$ cat src/sv/pcs_pkg.sv
// ----------------------------------------------------------------------------
// Paragraph chunk splitter package
// Shared constants, register indexes, character codes and the operation set
// that travels from the byte classifier to the chunk engine.
// ----------------------------------------------------------------------------
package pcs_pkg;

  // Configuration port
  localparam int CFG_W     = 16;
  localparam int CFG_IDX_W = 8;
  localparam logic [CFG_IDX_W-1:0] CFG_IDX_MAX_LEN = 8'd0;
  localparam logic [CFG_IDX_W-1:0] CFG_IDX_MIN_LEN = 8'd1;
  localparam logic [CFG_W-1:0]     MAX_LEN_RST     = 16'd2048;
  localparam logic [CFG_W-1:0]     MIN_LEN_RST     = 16'd64;

  // Default widths and fixed sizes
  localparam int DEF_OFFSET_WIDTH = 32;
  localparam int DEF_LENGTH_WIDTH = 16;
  localparam int COUNT_W          = 32;
  localparam int MAX_RESULTS      = 3;
  localparam int JOB_DEPTH        = 4;
  localparam int RES_DEPTH        = 4;

  // Characters of interest
  localparam logic [7:0] CH_LF    = 8'h0A;
  localparam logic [7:0] CH_CR    = 8'h0D;
  localparam logic [7:0] CH_DOT   = 8'h2E;
  localparam logic [7:0] CH_SPACE = 8'h20;
  localparam logic [7:0] CH_TAB   = 8'h09;

  // Result kinds
  localparam logic KIND_CHUNK   = 1'b0;
  localparam logic KIND_DOC_END = 1'b1;

  // Operations raised by one byte. They run in order from the least
  // significant member upward, so the first operation is a_prev.
  typedef struct packed {
    logic doc_end;  // report the document end and clear all counters
    logic f_end;    // close the paragraph at the position after this byte
    logic a_pos;    // this byte joins the paragraph
    logic start;    // a paragraph opens at this byte
    logic f_prev;   // close the paragraph before a held-back newline
    logic a_prev;   // a held-back newline joins the paragraph
  } pcs_ops_t;

endpackage

$ cat src/sv/paragraph_chunk_splitter_unit.sv
// ----------------------------------------------------------------------------
// Paragraph chunk splitter
// Cuts a byte stream into paragraph chunks and reports offset, length and
// number of each kept chunk, plus a document-end beat with the total.
// ----------------------------------------------------------------------------
// Path: a byte's operations wait in the job queue for the engine; each result
//   is held in the engine's pending register, then queued for the out_ ports.
// Throughput: one byte per cycle while the job queue has room. The engine
//   runs one operation per cycle unless the result queue is full: ordinary
//   bytes need one or none, a byte after a held-back newline up to two, and
//   the last byte of a document up to four.
// Reset: synchronous, active low; counters and flags clear, both queues
//   empty, max_chunk_len returns to 2048 and min_chunk_len to 64.
// ----------------------------------------------------------------------------
module paragraph_chunk_splitter_unit #(
  parameter int OFFSET_WIDTH = pcs_pkg::DEF_OFFSET_WIDTH,
  parameter int LENGTH_WIDTH = pcs_pkg::DEF_LENGTH_WIDTH
) (
  input  logic                          clk,
  input  logic                          rst_n,
  // Byte input
  input  logic                          in_push,
  output logic                          in_full,
  input  logic [7:0]                    in_data_byte,
  input  logic                          in_last_byte,
  // Result output
  output logic                          out_empty,
  input  logic                          out_pop,
  output logic                          out_result_kind,
  output logic [OFFSET_WIDTH-1:0]       out_chunk_offset,
  output logic [LENGTH_WIDTH-1:0]       out_chunk_length,
  output logic [pcs_pkg::COUNT_W-1:0]   out_chunk_number,
  output logic [pcs_pkg::COUNT_W-1:0]   out_total_chunks,
  output logic                          out_run_last,
  // Configuration writes
  input  logic                          cfg_valid,
  output logic                          cfg_ready,
  input  logic [pcs_pkg::CFG_IDX_W-1:0] cfg_index,
  input  logic [pcs_pkg::CFG_W-1:0]     cfg_data
);

  localparam int OPS_W = $bits(pcs_pkg::pcs_ops_t);
  localparam int JOB_W = 1 + OPS_W + 2 * OFFSET_WIDTH;
  localparam int RES_W = 2 + OFFSET_WIDTH + LENGTH_WIDTH + 2 * pcs_pkg::COUNT_W;

  // Configuration registers. Writes are always taken; an index outside
  // the register list is ignored.
  logic [pcs_pkg::CFG_W-1:0] max_len_r, max_len_nxt;
  logic [pcs_pkg::CFG_W-1:0] min_len_r, min_len_nxt;

  assign cfg_ready = 1'b1;

  always_comb begin
    max_len_nxt = max_len_r;
    min_len_nxt = min_len_r;
    if (cfg_valid) begin
      case (cfg_index)
        pcs_pkg::CFG_IDX_MAX_LEN: max_len_nxt = cfg_data;
        pcs_pkg::CFG_IDX_MIN_LEN: min_len_nxt = cfg_data;
        default: ;
      endcase
    end
  end

  always_ff @(posedge clk) begin
    if (!rst_n) begin
      max_len_r <= pcs_pkg::MAX_LEN_RST;
      min_len_r <= pcs_pkg::MIN_LEN_RST;
    end else begin
      max_len_r <= max_len_nxt;
      min_len_r <= min_len_nxt;
    end
  end

  // Front end: classifies each byte against the paragraph rules and emits
  // the list of chunk operations it triggers. Bytes that trigger nothing,
  // such as whitespace between paragraphs, do not enter the queue.
  logic                    job_push, job_full, job_empty, job_pop;
  logic [OFFSET_WIDTH-1:0] f_pos, f_pos_next, b_pos, b_pos_next;
  logic                    f_cand, b_cand;
  pcs_pkg::pcs_ops_t       f_ops, b_ops;
  logic [JOB_W-1:0]        job_wr_data, job_rd_data;

  pcs_front #(
    .OFFSET_WIDTH (OFFSET_WIDTH)
  ) u_front (
    .clk          (clk),
    .rst_n        (rst_n),
    .in_push      (in_push),
    .in_data_byte (in_data_byte),
    .in_last_byte (in_last_byte),
    .in_full      (in_full),
    .job_full     (job_full),
    .job_push     (job_push),
    .job_pos      (f_pos),
    .job_pos_next (f_pos_next),
    .job_cand     (f_cand),
    .job_ops      (f_ops)
  );

  // Job queue between the classifier and the chunk engine. It absorbs the
  // extra engine cycles of newline and end-of-document bytes.
  assign job_wr_data = {f_cand, f_ops, f_pos_next, f_pos};
  assign {b_cand, b_ops, b_pos_next, b_pos} = job_rd_data;

  pcs_fifo #(
    .WIDTH (JOB_W),
    .DEPTH (pcs_pkg::JOB_DEPTH)
  ) u_job_q (
    .clk     (clk),
    .rst_n   (rst_n),
    .wr_en   (job_push),
    .wr_data (job_wr_data),
    .full    (job_full),
    .rd_en   (job_pop),
    .rd_data (job_rd_data),
    .empty   (job_empty)
  );

  // Back end: runs the operations against the chunk start, cut point and
  // chunk count and forms the result beats.
  logic             res_wr, res_full;
  logic [RES_W-1:0] res_wr_data, res_rd_data;

  pcs_back #(
    .OFFSET_WIDTH (OFFSET_WIDTH),
    .LENGTH_WIDTH (LENGTH_WIDTH),
    .RES_W        (RES_W)
  ) u_back (
    .clk          (clk),
    .rst_n        (rst_n),
    .job_valid    (!job_empty),
    .job_pos      (b_pos),
    .job_pos_next (b_pos_next),
    .job_cand     (b_cand),
    .job_ops      (b_ops),
    .job_pop      (job_pop),
    .max_len      (max_len_r),
    .min_len      (min_len_r),
    .res_full     (res_full),
    .res_wr       (res_wr),
    .res_data     (res_wr_data)
  );

  // Result queue; its head drives the output ports directly.
  pcs_fifo #(
    .WIDTH (RES_W),
    .DEPTH (pcs_pkg::RES_DEPTH)
  ) u_res_q (
    .clk     (clk),
    .rst_n   (rst_n),
    .wr_en   (res_wr),
    .wr_data (res_wr_data),
    .full    (res_full),
    .rd_en   (out_pop),
    .rd_data (res_rd_data),
    .empty   (out_empty)
  );

  assign {out_run_last, out_result_kind, out_chunk_offset, out_chunk_length,
          out_chunk_number, out_total_chunks} = res_rd_data;

endmodule

$ cat src/sv/pcs_fifo.sv
// ----------------------------------------------------------------------------
// Small register FIFO
// Holds beats between two parts of the splitter so each side stalls alone.
// ----------------------------------------------------------------------------
module pcs_fifo #(
  parameter int WIDTH = 8,
  parameter int DEPTH = 4
) (
  input  logic             clk,
  input  logic             rst_n,
  input  logic             wr_en,
  input  logic [WIDTH-1:0] wr_data,
  output logic             full,
  input  logic             rd_en,
  output logic [WIDTH-1:0] rd_data,
  output logic             empty
);

  localparam int PTR_W = (DEPTH > 1) ? $clog2(DEPTH) : 1;
  localparam int CNT_W = $clog2(DEPTH + 1);

  logic [WIDTH-1:0] mem_r [DEPTH];
  logic [PTR_W-1:0] wr_ptr_r, wr_ptr_nxt;
  logic [PTR_W-1:0] rd_ptr_r, rd_ptr_nxt;
  logic [CNT_W-1:0] count_r, count_nxt;
  logic             do_wr, do_rd;

  assign full    = (count_r == CNT_W'(DEPTH));
  assign empty   = (count_r == '0);
  assign rd_data = mem_r[rd_ptr_r];
  assign do_wr   = wr_en && !full;
  assign do_rd   = rd_en && !empty;

  always_comb begin
    wr_ptr_nxt = wr_ptr_r;
    rd_ptr_nxt = rd_ptr_r;
    count_nxt  = count_r;
    if (do_wr) begin
      wr_ptr_nxt = (wr_ptr_r == PTR_W'(DEPTH - 1)) ? '0 : wr_ptr_r + PTR_W'(1);
    end
    if (do_rd) begin
      rd_ptr_nxt = (rd_ptr_r == PTR_W'(DEPTH - 1)) ? '0 : rd_ptr_r + PTR_W'(1);
    end
    if (do_wr && !do_rd) begin
      count_nxt = count_r + CNT_W'(1);
    end else if (do_rd && !do_wr) begin
      count_nxt = count_r - CNT_W'(1);
    end
  end

  always_ff @(posedge clk) begin
    if (!rst_n) begin
      wr_ptr_r <= '0;
      rd_ptr_r <= '0;
      count_r  <= '0;
    end else begin
      wr_ptr_r <= wr_ptr_nxt;
      rd_ptr_r <= rd_ptr_nxt;
      count_r  <= count_nxt;
    end
  end

  always_ff @(posedge clk) begin
    if (do_wr) begin
      mem_r[wr_ptr_r] <= wr_data;
    end
  end

endmodule

$ cat src/sv/pcs_front.sv
// ----------------------------------------------------------------------------
// Splitter byte classifier
// Tracks position, paragraph and held-newline state and turns each byte into
// a set of chunk operations for the engine.
// ----------------------------------------------------------------------------
module pcs_front #(
  parameter int OFFSET_WIDTH = pcs_pkg::DEF_OFFSET_WIDTH
) (
  input  logic                    clk,
  input  logic                    rst_n,
  input  logic                    in_push,
  input  logic [7:0]              in_data_byte,
  input  logic                    in_last_byte,
  output logic                    in_full,
  input  logic                    job_full,
  output logic                    job_push,
  output logic [OFFSET_WIDTH-1:0] job_pos,
  output logic [OFFSET_WIDTH-1:0] job_pos_next,
  output logic                    job_cand,
  output pcs_pkg::pcs_ops_t       job_ops
);

  logic [OFFSET_WIDTH-1:0] byte_pos_r, byte_pos_nxt;
  logic                    in_para_r, in_para_nxt;
  logic                    prev_nl_r, prev_nl_nxt;
  logic                    accept;
  logic                    is_ws;
  logic                    ended;
  pcs_pkg::pcs_ops_t       ops;

  assign in_full = job_full;
  assign accept  = in_push && !job_full;

  assign is_ws = in_data_byte inside {pcs_pkg::CH_LF, pcs_pkg::CH_CR,
                                      pcs_pkg::CH_SPACE, pcs_pkg::CH_TAB};

  // The position counter sticks at its top value.
  assign job_pos      = byte_pos_r;
  assign job_pos_next = (byte_pos_r == {OFFSET_WIDTH{1'b1}}) ? byte_pos_r
                                                             : byte_pos_r + OFFSET_WIDTH'(1);
  assign job_cand     = (in_data_byte == pcs_pkg::CH_LF) || (in_data_byte == pcs_pkg::CH_DOT);

  always_comb begin
    ops          = '0;
    ended        = 1'b0;
    in_para_nxt  = in_para_r;
    prev_nl_nxt  = prev_nl_r;
    byte_pos_nxt = job_pos_next;

    if (in_para_r) begin
      if (prev_nl_r) begin
        prev_nl_nxt = 1'b0;
        if (in_data_byte inside {pcs_pkg::CH_LF, pcs_pkg::CH_CR}) begin
          ops.f_prev  = 1'b1;
          ended       = 1'b1;
          in_para_nxt = 1'b0;
        end else begin
          ops.a_prev = 1'b1;
        end
      end
      if (!ended) begin
        if (in_data_byte == pcs_pkg::CH_LF) begin
          prev_nl_nxt = 1'b1;
        end else begin
          ops.a_pos = 1'b1;
        end
      end
    end else if (!is_ws) begin
      // The first admit of a paragraph can neither cut nor mark a cut point.
      ops.start   = 1'b1;
      in_para_nxt = 1'b1;
      prev_nl_nxt = 1'b0;
    end

    if (in_last_byte) begin
      if (in_para_nxt) begin
        if (prev_nl_nxt) begin
          ops.a_pos = 1'b1;
        end
        ops.f_end = 1'b1;
      end
      ops.doc_end  = 1'b1;
      byte_pos_nxt = '0;
      in_para_nxt  = 1'b0;
      prev_nl_nxt  = 1'b0;
    end
  end

  assign job_ops  = ops;
  assign job_push = accept && (ops != '0);

  always_ff @(posedge clk) begin
    if (!rst_n) begin
      byte_pos_r <= '0;
      in_para_r  <= 1'b0;
      prev_nl_r  <= 1'b0;
    end else if (accept) begin
      byte_pos_r <= byte_pos_nxt;
      in_para_r  <= in_para_nxt;
      prev_nl_r  <= prev_nl_nxt;
    end
  end

endmodule

$ cat src/sv/pcs_back.sv
// ----------------------------------------------------------------------------
// Splitter chunk engine
// Runs queued operations one per cycle while the result queue has room, holds
// the chunk start, cut point and chunk count, and forms result beats with
// their run_last marks.
module pcs_back #(
  parameter int OFFSET_WIDTH = pcs_pkg::DEF_OFFSET_WIDTH,
  parameter int LENGTH_WIDTH = pcs_pkg::DEF_LENGTH_WIDTH,
  parameter int RES_W        = 2 + OFFSET_WIDTH + LENGTH_WIDTH + 2 * pcs_pkg::COUNT_W
) (
  input  logic                     clk,
  input  logic                     rst_n,
  input  logic                     job_valid,
  input  logic [OFFSET_WIDTH-1:0]  job_pos,
  input  logic [OFFSET_WIDTH-1:0]  job_pos_next,
  input  logic                     job_cand,
  input  pcs_pkg::pcs_ops_t        job_ops,
  output logic                     job_pop,
  input  logic [pcs_pkg::CFG_W-1:0] max_len,
  input  logic [pcs_pkg::CFG_W-1:0] min_len,
  input  logic                     res_full,
  output logic                     res_wr,
  output logic [RES_W-1:0]         res_data
);

  localparam int OW    = OFFSET_WIDTH;
  localparam int LW    = LENGTH_WIDTH;
  localparam int CW    = pcs_pkg::COUNT_W;
  localparam int NOPS  = $bits(pcs_pkg::pcs_ops_t);
  localparam int XW0   = (OW > LW) ? OW : LW;
  localparam int XW    = (XW0 > pcs_pkg::CFG_W) ? XW0 : pcs_pkg::CFG_W;
  localparam int RCW   = $clog2(pcs_pkg::MAX_RESULTS + 1);
  localparam int BODY_W = RES_W - 1;

  logic [OW-1:0]     chunk_start_r, chunk_start_nxt;
  logic [LW-1:0]     cut_cand_r, cut_cand_nxt;
  logic              cut_found_r, cut_found_nxt;
  logic [CW-1:0]     chunks_r, chunks_nxt;
  logic [RCW-1:0]    res_cnt_r, res_cnt_nxt;
  logic [NOPS-1:0]   done_r, done_nxt;
  logic              pend_v_r, pend_v_nxt;
  logic              pend_fin_r, pend_fin_nxt;
  logic [BODY_W-1:0] pend_body_r, pend_body_nxt;

  logic [NOPS-1:0]   rem, sel;
  pcs_pkg::pcs_ops_t op;
  logic              go, proc, is_last;
  logic [OW-1:0]     k_prev, k_pos, k_end, k_sel;
  logic [XW-1:0]     m_x, dist_x, cut_x, keep_len_x, cfg_max_x, len_top_x;
  logic [LW-1:0]     m_l;
  logic              is_adm, is_fin, cand_eff, cut_hit, use_cand, keep, res_gen, res_ok;
  logic [CW-1:0]     chunks_inc;
  logic [BODY_W-1:0] new_body;
  logic              rl_out;

  // Effective maximum: the register clamped to 2 .. 2^LW-1.
  assign cfg_max_x = XW'(max_len);
  assign len_top_x = XW'({LW{1'b1}});
  assign m_x = (cfg_max_x < XW'(2)) ? XW'(2) :
               (cfg_max_x > len_top_x) ? len_top_x : cfg_max_x;
  assign m_l = LW'(m_x);

  // Pick the next pending operation of the head job.
  assign rem     = job_ops & ~done_r;
  assign sel     = rem & (~rem + NOPS'(1));
  assign op      = pcs_pkg::pcs_ops_t'(sel);
  assign is_last = ((rem & ~sel) == '0);
  assign go      = !res_full;
  assign proc    = go && job_valid && (rem != '0);
  assign job_pop = proc && is_last;

  // Distances from the chunk start. pos + ~start is pos - start - 1, the
  // distance of the held-back newline one byte earlier.
  assign k_prev = (job_pos > chunk_start_r) ? job_pos + ~chunk_start_r : '0;
  assign k_pos  = (job_pos >= chunk_start_r) ? job_pos - chunk_start_r : '0;
  assign k_end  = (job_pos_next >= chunk_start_r) ? job_pos_next - chunk_start_r : '0;
  assign k_sel  = (op.a_prev || op.f_prev) ? k_prev : (op.f_end ? k_end : k_pos);
  assign dist_x = XW'(k_sel);

  assign is_adm   = op.a_prev || op.a_pos;
  assign is_fin   = op.f_prev || op.f_end;
  assign cand_eff = op.a_prev || job_cand;
  assign cut_hit  = is_adm && (dist_x >= m_x);
  assign use_cand = !cand_eff && cut_found_r && (cut_cand_r < m_l);
  assign cut_x    = use_cand ? XW'(cut_cand_r) : m_x;
  assign keep_len_x = cut_hit ? cut_x : dist_x;
  assign keep     = (cut_hit || is_fin) && (keep_len_x >= XW'(min_len));
  assign res_gen  = keep || op.doc_end;
  assign res_ok   = res_gen && (res_cnt_r < RCW'(pcs_pkg::MAX_RESULTS));

  assign chunks_inc = (chunks_r == {CW{1'b1}}) ? chunks_r : chunks_r + CW'(1);

  always_comb begin
    if (op.doc_end) begin
      new_body = {pcs_pkg::KIND_DOC_END, OW'(0), LW'(0), CW'(0), chunks_r};
    end else begin
      new_body = {pcs_pkg::KIND_CHUNK, chunk_start_r, LW'(keep_len_x), chunks_inc, chunks_inc};
    end
  end

  // Chunk state.
  always_comb begin
    chunk_start_nxt = chunk_start_r;
    cut_cand_nxt    = cut_cand_r;
    cut_found_nxt   = cut_found_r;
    chunks_nxt      = chunks_r;
    res_cnt_nxt     = res_cnt_r;
    done_nxt        = done_r;
    if (proc) begin
      done_nxt    = is_last ? '0 : (done_r | sel);
      res_cnt_nxt = is_last ? '0 : (res_ok ? res_cnt_r + RCW'(1) : res_cnt_r);
      if (keep) begin
        chunks_nxt = chunks_inc;
      end
      if (op.start) begin
        chunk_start_nxt = job_pos;
        cut_cand_nxt    = '0;
        cut_found_nxt   = 1'b0;
      end else if (cut_hit) begin
        chunk_start_nxt = OW'(XW'(chunk_start_r) + cut_x);
        cut_cand_nxt    = '0;
        cut_found_nxt   = 1'b0;
      end else if (is_adm && cand_eff && (dist_x > (m_x >> 1))) begin
        cut_cand_nxt  = LW'(k_sel);
        cut_found_nxt = 1'b1;
      end else if (is_fin) begin
        cut_cand_nxt  = '0;
        cut_found_nxt = 1'b0;
      end else if (op.doc_end) begin
        chunk_start_nxt = '0;
        cut_cand_nxt    = '0;
        cut_found_nxt   = 1'b0;
        chunks_nxt      = '0;
      end
    end
  end

  // One result is held back until it is known whether it is the last one
  // of its byte; at most one beat leaves per cycle.
  always_comb begin
    pend_v_nxt    = pend_v_r;
    pend_fin_nxt  = pend_fin_r;
    pend_body_nxt = pend_body_r;
    res_wr        = 1'b0;
    rl_out        = pend_fin_r;
    if (proc && res_ok) begin
      res_wr        = pend_v_r;
      pend_v_nxt    = 1'b1;
      pend_fin_nxt  = is_last;
      pend_body_nxt = new_body;
    end else if (proc && is_last) begin
      res_wr     = pend_v_r;
      rl_out     = 1'b1;
      pend_v_nxt = 1'b0;
    end else if (go && pend_v_r && pend_fin_r) begin
      res_wr     = 1'b1;
      pend_v_nxt = 1'b0;
    end
  end

  assign res_data = {rl_out, pend_body_r};

  always_ff @(posedge clk) begin
    if (!rst_n) begin
      chunk_start_r <= '0;
      cut_cand_r    <= '0;
      cut_found_r   <= 1'b0;
      chunks_r      <= '0;
      res_cnt_r     <= '0;
      done_r        <= '0;
      pend_v_r      <= 1'b0;
      pend_fin_r    <= 1'b0;
    end else begin
      chunk_start_r <= chunk_start_nxt;
      cut_cand_r    <= cut_cand_nxt;
      cut_found_r   <= cut_found_nxt;
      chunks_r      <= chunks_nxt;
      res_cnt_r     <= res_cnt_nxt;
      done_r        <= done_nxt;
      pend_v_r      <= pend_v_nxt;
      pend_fin_r    <= pend_fin_nxt;
    end
  end

  always_ff @(posedge clk) begin
    pend_body_r <= pend_body_nxt;
  end

endmodule

$ cat config.mk
export PLATFORM = sky130hd
export DESIGN_NAME = paragraph_chunk_splitter_unit
export DESIGN_NICKNAME = d
export VERILOG_FILES = /design/src/sv/pcs_pkg.sv /design/src/sv/paragraph_chunk_splitter_unit.sv /design/src/sv/pcs_fifo.sv /design/src/sv/pcs_front.sv /design/src/sv/pcs_back.sv
export SDC_FILE = /design/constraint.sdc
export NUM_CORES = 2
export LEC_CHECK = 0
export ABC_AREA = 1
export BUFFER_PORTS_ARGS = -buffer_cell sky130_fd_sc_hd__buf_2
export CORE_ASPECT_RATIO = 1.1
export CORE_MARGIN = 4
export CORE_UTILIZATION = 63
export CTS_CLUSTER_SIZE = 24
export DETAILED_ROUTE_END_ITERATION = 7
export PLACE_DENSITY_LB_ADDON = 0.15
export SLEW_MARGIN = 20
export SYNTH_ARGS = -nofsm -noshare
export SYNTH_HDL_FRONTEND = slang
export SYNTH_SLANG_ARGS = --single-unit
$ cat constraint.sdc
create_clock -name clk -period 14 [get_ports clk]
set_input_delay 0.7 -clock clk [delete_from_list [all_inputs] [get_ports clk]]
set_output_delay 0.7 -clock clk [all_outputs]
set_load 0.01 [all_outputs]
# Yosys cells after proc, flatten, opt, wreduce, memory -nomap -nowiden
# Memory sizes are Yosys's and may differ from the RTL's. A register that Yosys moved wholly into a read port is not among the register bits.
# Cells that the tools add are included.
word_totals:
  wordCells: 214
  ram_bits: 740
  reg_bits: 284
  memories: 2
mem_list:
  columns: ["memory", "words", "width", "rd", "rd_ports_with_merged_regs", "wr", "line", "source"]
  rows:
  - ["u_res_q.mem_r", 4, 114, 1, 1, 1, "pcs_fifo.sv:22", "logic [WIDTH-1:0] mem_r [DEPTH];"]
  - ["u_job_q.mem_r", 4, 71, 1, 1, 1, "pcs_fifo.sv:22", null]
classes:
  bitwise_logic: 8
  n_eq_ne: 16
  mux: 83
  n_addsub: 16
  n_reduce_logical: 58
  order_cmp: 10
op_table:
  columns: ["cell", "count"]
  rows:
  - ["32-bit 2-to-1 mux", 22]
  - ["113-bit 2-to-1 mux", 1]
  - ["32-bit >= comparator", 3]
  - ["16-bit 2-to-1 mux", 6]
  - ["32-bit by 1-bit adder with 32-bit output, second input constant", 2]
  - ["32-bit adder", 2]
  - ["32-bit equality test, second input constant", 2]
  - ["32-bit subtractor", 2]
  - ["1-bit 2-to-1 mux", 35]
  - ["32-bit by 16-bit >= comparator with 1-bit output", 1]
  - ["32-bit by 31-bit greater-than comparator with 1-bit output", 1]
  - ["32-bit greater-than comparator", 1]
  - ["32-bit NOT", 1]
  - ["2-bit 2-to-1 mux", 13]
  - ["8-bit by 4-bit equality test with 1-bit output, second input constant", 3]
  - ["1-bit logical AND", 23]
  - ["6-bit bitwise AND", 3]
  - ["6-bit NOT", 3]
  - ["8-bit by 6-bit equality test with 1-bit output, second input constant", 2]
  - ["16-bit greater-than comparator, second input constant", 1]
  - ["16-bit < comparator", 1]
  - ["16-bit by 2-bit < comparator with 1-bit output, second input constant", 1]
  - ["3-bit 2-to-1 mux", 5]
  - ["6-bit nonzero test", 2]
  - ["23 further kinds", 55]

# Depth between registers and ports, before layout
logic_depth:
  depth_word: 22
  mapped_depth: 62
  mapped_depth_nobuf: 57

# Modules after synthesis
# Synthesis repeated with hierarchy kept, for this count alone.
unflattened:
  hier_cells: 5382
  hier_area_um2: 50703.6
modules_own_cells:
  columns: ["module", "area_per_inst_um2", "cells_per_inst", "n_inst"]
  rows:
  - ["pcs_back", 17978.5, 2787, 1]
  - ["pcs_fifo (u_res_q)", 17488.0, 1174, 1]
  - ["pcs_fifo (u_job_q)", 11030.6, 759, 1]
  - ["pcs_front", 2748.9, 461, 1]
  - ["paragraph_chunk_splitter_unit", 1457.6, 201, 1]

# Least setup slack after synthesis
# OpenSTA, ideal clock, no wires.
synth_path:
  kind: "register to register"
  from: "register (tool-made name)"
  to: "memory u_res_q.mem_r[0][0] (netlist name), enable pin"
  arrival_time_ns: 11.241
  required_ns: 13.410
  stages_incl_launch_ff: 52
  period_less_slack_ns: 11.831
  slack_ns: 2.169
  path_cell_list: "dfxtp_1 > buf_4 > inv_2 > buf_4 > clkbuf_1 > clkbuf_1 > clkbuf_1 > nor2_1 > o22ai_1 > ha_1 > a21oi_1 > o21ai_0 > a21oi_1 > nor2_1 > nor2_1 > nand3_1 > nand2_2 > clkbuf_1 > [16 not listed] > inv_1 > nand2_1 > a21oi_1 > o21a_1 > o2111ai_1 > nand2_1 > inv_1 > nor2_1 > o21ai_0 > a21oi_1 > o21ai_0 > nand2_1 > nand2_1 > nand3_2 > nand2_1 > nand2_2 > inv_2 > nor2_1"
synth_lines:
  columns: ["element", "line"]
  rows:
  - ["end, declared", "pcs_fifo.sv:22"]

==> metrics.md <==
| Metric | Value |
|---|---|
| Status | finished clean |
| Synthesized Nets | 5288 |
| Max-slew headroom | 22.9% |
| Fin nets | 5374 |
| Post-Synthesis Cells | 5086 |
| Filler Cells Inserted | 5763 |
| Clock Sinks | 1028 |
| Critical Path Slowest Stage Cell | buf_4 |
| Gr ovfl total | 0 |
| Commonest non-fill, non-tap cell in the layout | nand2_1 |
| Worst-path clk slew | 0.06 ns |
| Max frequency | 0.0966 GHz |
| RSZ-0062 raised after global routing | no |
| Critical Path RT | 14.30 ns |
| Post-CTS sizing | 0 |
| Mean instance size in the synthesized netlist | 9.63 um^2 |
| Layout cells sized above 1 | 7.48% |
| Crit path max fanout | 70 |
| # setup viols final | 0 |
| Hold WC Path Type | in -> reg |
| Post-CTS Setup Bufs | 0 |
| Critical path class | reg -> reg |
| Hold Violations, Final | 0 |
| Htree depth | 3 |
| Row cnt | 106 |
| Slew @ Worst Pin | 1.16 ns |
| Hold Slack | 0.264 ns |
| Avg WL per Cell | 20.8 um |
| Commonest non-fill, non-tap cells in the layout | nand2_1 (1040), edfxtp_1 (853), nor2_1 (574) |
| Die outline width | 274 um |
| Die Height | 300 um |
| Largest net degree at the start of global routing | 145 |
| Initial DRC Count | 3712 |
| Fin crit share | 74.0% |
| Vias in the first global route | 34.6k |
| Initial antenna violation count | 1 |
| # diodes | 0 |
| Critical path capture point type | register |
| Pre-antenna DRT Iters | 8 |
| Clk_lat worst skew | 0.68 ns |
| Post-Syn Area | 49000 um^2 |
| Initial Util | 64.0% |
| Root Buffer | clkbuf_16 |
| Vias after detailed routing | 36.7k |
| Primary FF master, synth | edfxtp_1 |
| Final HPWL DP | 90.3 mm |
| Crit path arrival time | 10.65 ns |
| Max incr delay on CP | 0.70 ns |
| Layout area overhead | 9.98% |
| Most used cell, CP | nand2_1 |
| DRC Markers | 0 |
| # port buffers | 153 |
| Tot GR Track Use | 31.2% |
| CP Launch Type | register |
| CTS max path bufs | 3 |
| Skew final | 0.0479 ns |
| Ys Warns | 0 |
| Post-synthesis sequential area ratio | 59.5% |
| Die area | 82200 um^2 |
| Final max-slew violation count | 0 |
| Max-Cap Viols | 0 |
| Total CTS buffers | 98 |
| I/O Pins | 155 |
| Routability congestion estimate | 0.971 |
| Synth cell types | 56 |
| Post-route minimum period | 10.35 ns |
| Core Region | 76500 um^2 |
| Vias/cell | 5.84 |
| CTS tree | built |
| Flop and latch count out of synthesis | 1028 |
| First-pass GRT wire length | 199 mm |
| Total Routed Length | 131 mm |
| Post-synth EDFFs | 853 |
| Hold_buf cts | 0 |
| Synth async-reset ratio | 0% |
| Detail Route Antenna Nets | 0 |
| Post-Route Setup TNS | 0 ns |
==> final cells by class <==
class	instances	area, um^2	share of cell area, %
clock buffers	127	2610	4.85
clock inverters	57	636	1.18
inverters	534	2020	3.75
multi-input cells	3324	17100	31.8
flip-flops and latches	1028	29100	54.1
well taps	1026	1280	2.38
repair buffers	186	1040	1.93
==> kinds of logic after synthesis <==
logic type / count (synthesis) / share of synthesized area [%]
compound gates: 1116 / 12.4
xor+xnor: 125 / 2.24
fa+ha+maj: 164 / 4.28
buf+inv: 734 / 5.71
flops: 1028 / 59.5
mux: 1 / 0.0204
other cells: 1 / 0.00766
simple gates: 1917 / 15.9
==> registers in the layout, indices dropped and copies added, names as in the netlist, 3 cells and up, named ones only <==
| signal | count |
|---|---|
| u_back.done_r | 6 |
| u_res_q.mem_r | 456 |
| min_len_r | 16 |
| u_back.chunks_r | 32 |
| u_back.pend_body_r | 113 |
| max_len_r | 16 |
| u_back.chunk_start_r | 32 |
| u_res_q.count_r | 3 |
| u_front.job_pos | 32 |
| u_job_q.count_r | 3 |
| u_back.cut_cand_r | 16 |
| u_job_q.mem_r | 284 |
==> metal layers <==
| metal | routed length [um] | global-route usage [%] |
|---|---|---|
| met5 | 13 | 0 |
| met3 | 7890 | 3.28 |
| met4 | 5130 | 11.1 |
| met1 | 52400 | 41.3 |
| met2 | 65200 | 54.1 |
==> worst max-delay path: cells and delay by family (launching register included) <==
family	cells	cell delay, ns
AND/OR/NAND/NOR	22	3.36
flip-flops	1	0.31
buffers and inverters	9	2.77
AO/OA/AOI/OAI	13	2.38
adder cells (fa/ha/maj)	3	0.97
==> path summary, 6_finish.rpt <==
check	start	slack, ns	end	depth (start not counted)
worst max-delay path	register	3.65	u_res_q.mem_r[1][7]	47
worst min-delay path	cfg_data[11]	0.26	max_len_r[11]	3
worst max register to register	register	3.65	u_res_q.mem_r[1][7]	47
worst min register to register	u_back.done_r[4]	0.45	u_back.done_r[4]	2
==> cells in the mapped netlist, types with 6 or more instances <==
library cell / instances / area (um^2)
xor2_1: 88 / 771
buf_4: 8 / 60.1
inv_2: 13 / 48.8
nand3b_1: 8 / 60.1
clkbuf_1: 177 / 664
o211ai_1: 24 / 180
nor2_1: 585 / 2200
a21oi_1: 276 / 1380
nor3_1: 52 / 260
o22ai_1: 188 / 1180
dfxtp_1: 175 / 3500
o21ai_0: 520 / 2600
a22oi_1: 14 / 105
nand2_2: 9 / 56.3
nor4_1: 23 / 144
nand3_1: 120 / 601
inv_1: 518 / 1940
xnor2_1: 37 / 324
ha_1: 158 / 1980
edfxtp_1: 853 / 25600
o21ai_1: 44 / 220
buf_2: 10 / 50.1
fa_1: 6 / 120
nand4_1: 58 / 363
o21bai_1: 6 / 45.0
nand2_1: 1041 / 3910
==> metrics by stage <==
stage	area, um^2	utilization, %	std cells	worst slack (ns)
final	53800	70.4	6282	3.65
after global routing	53800	70.4	6282	2.79
after CTS	53800	70.4	6282	3.75
after detailed placement	50600	66.1	6098	3.78
after global placement	50600	66.1	6098	3.94
after floorplan	49000	-	5086	2.17
Power is left out: the tool's default activity adds up to more than one toggle a clock period on the data nets, which glitch-free logic cannot reach.
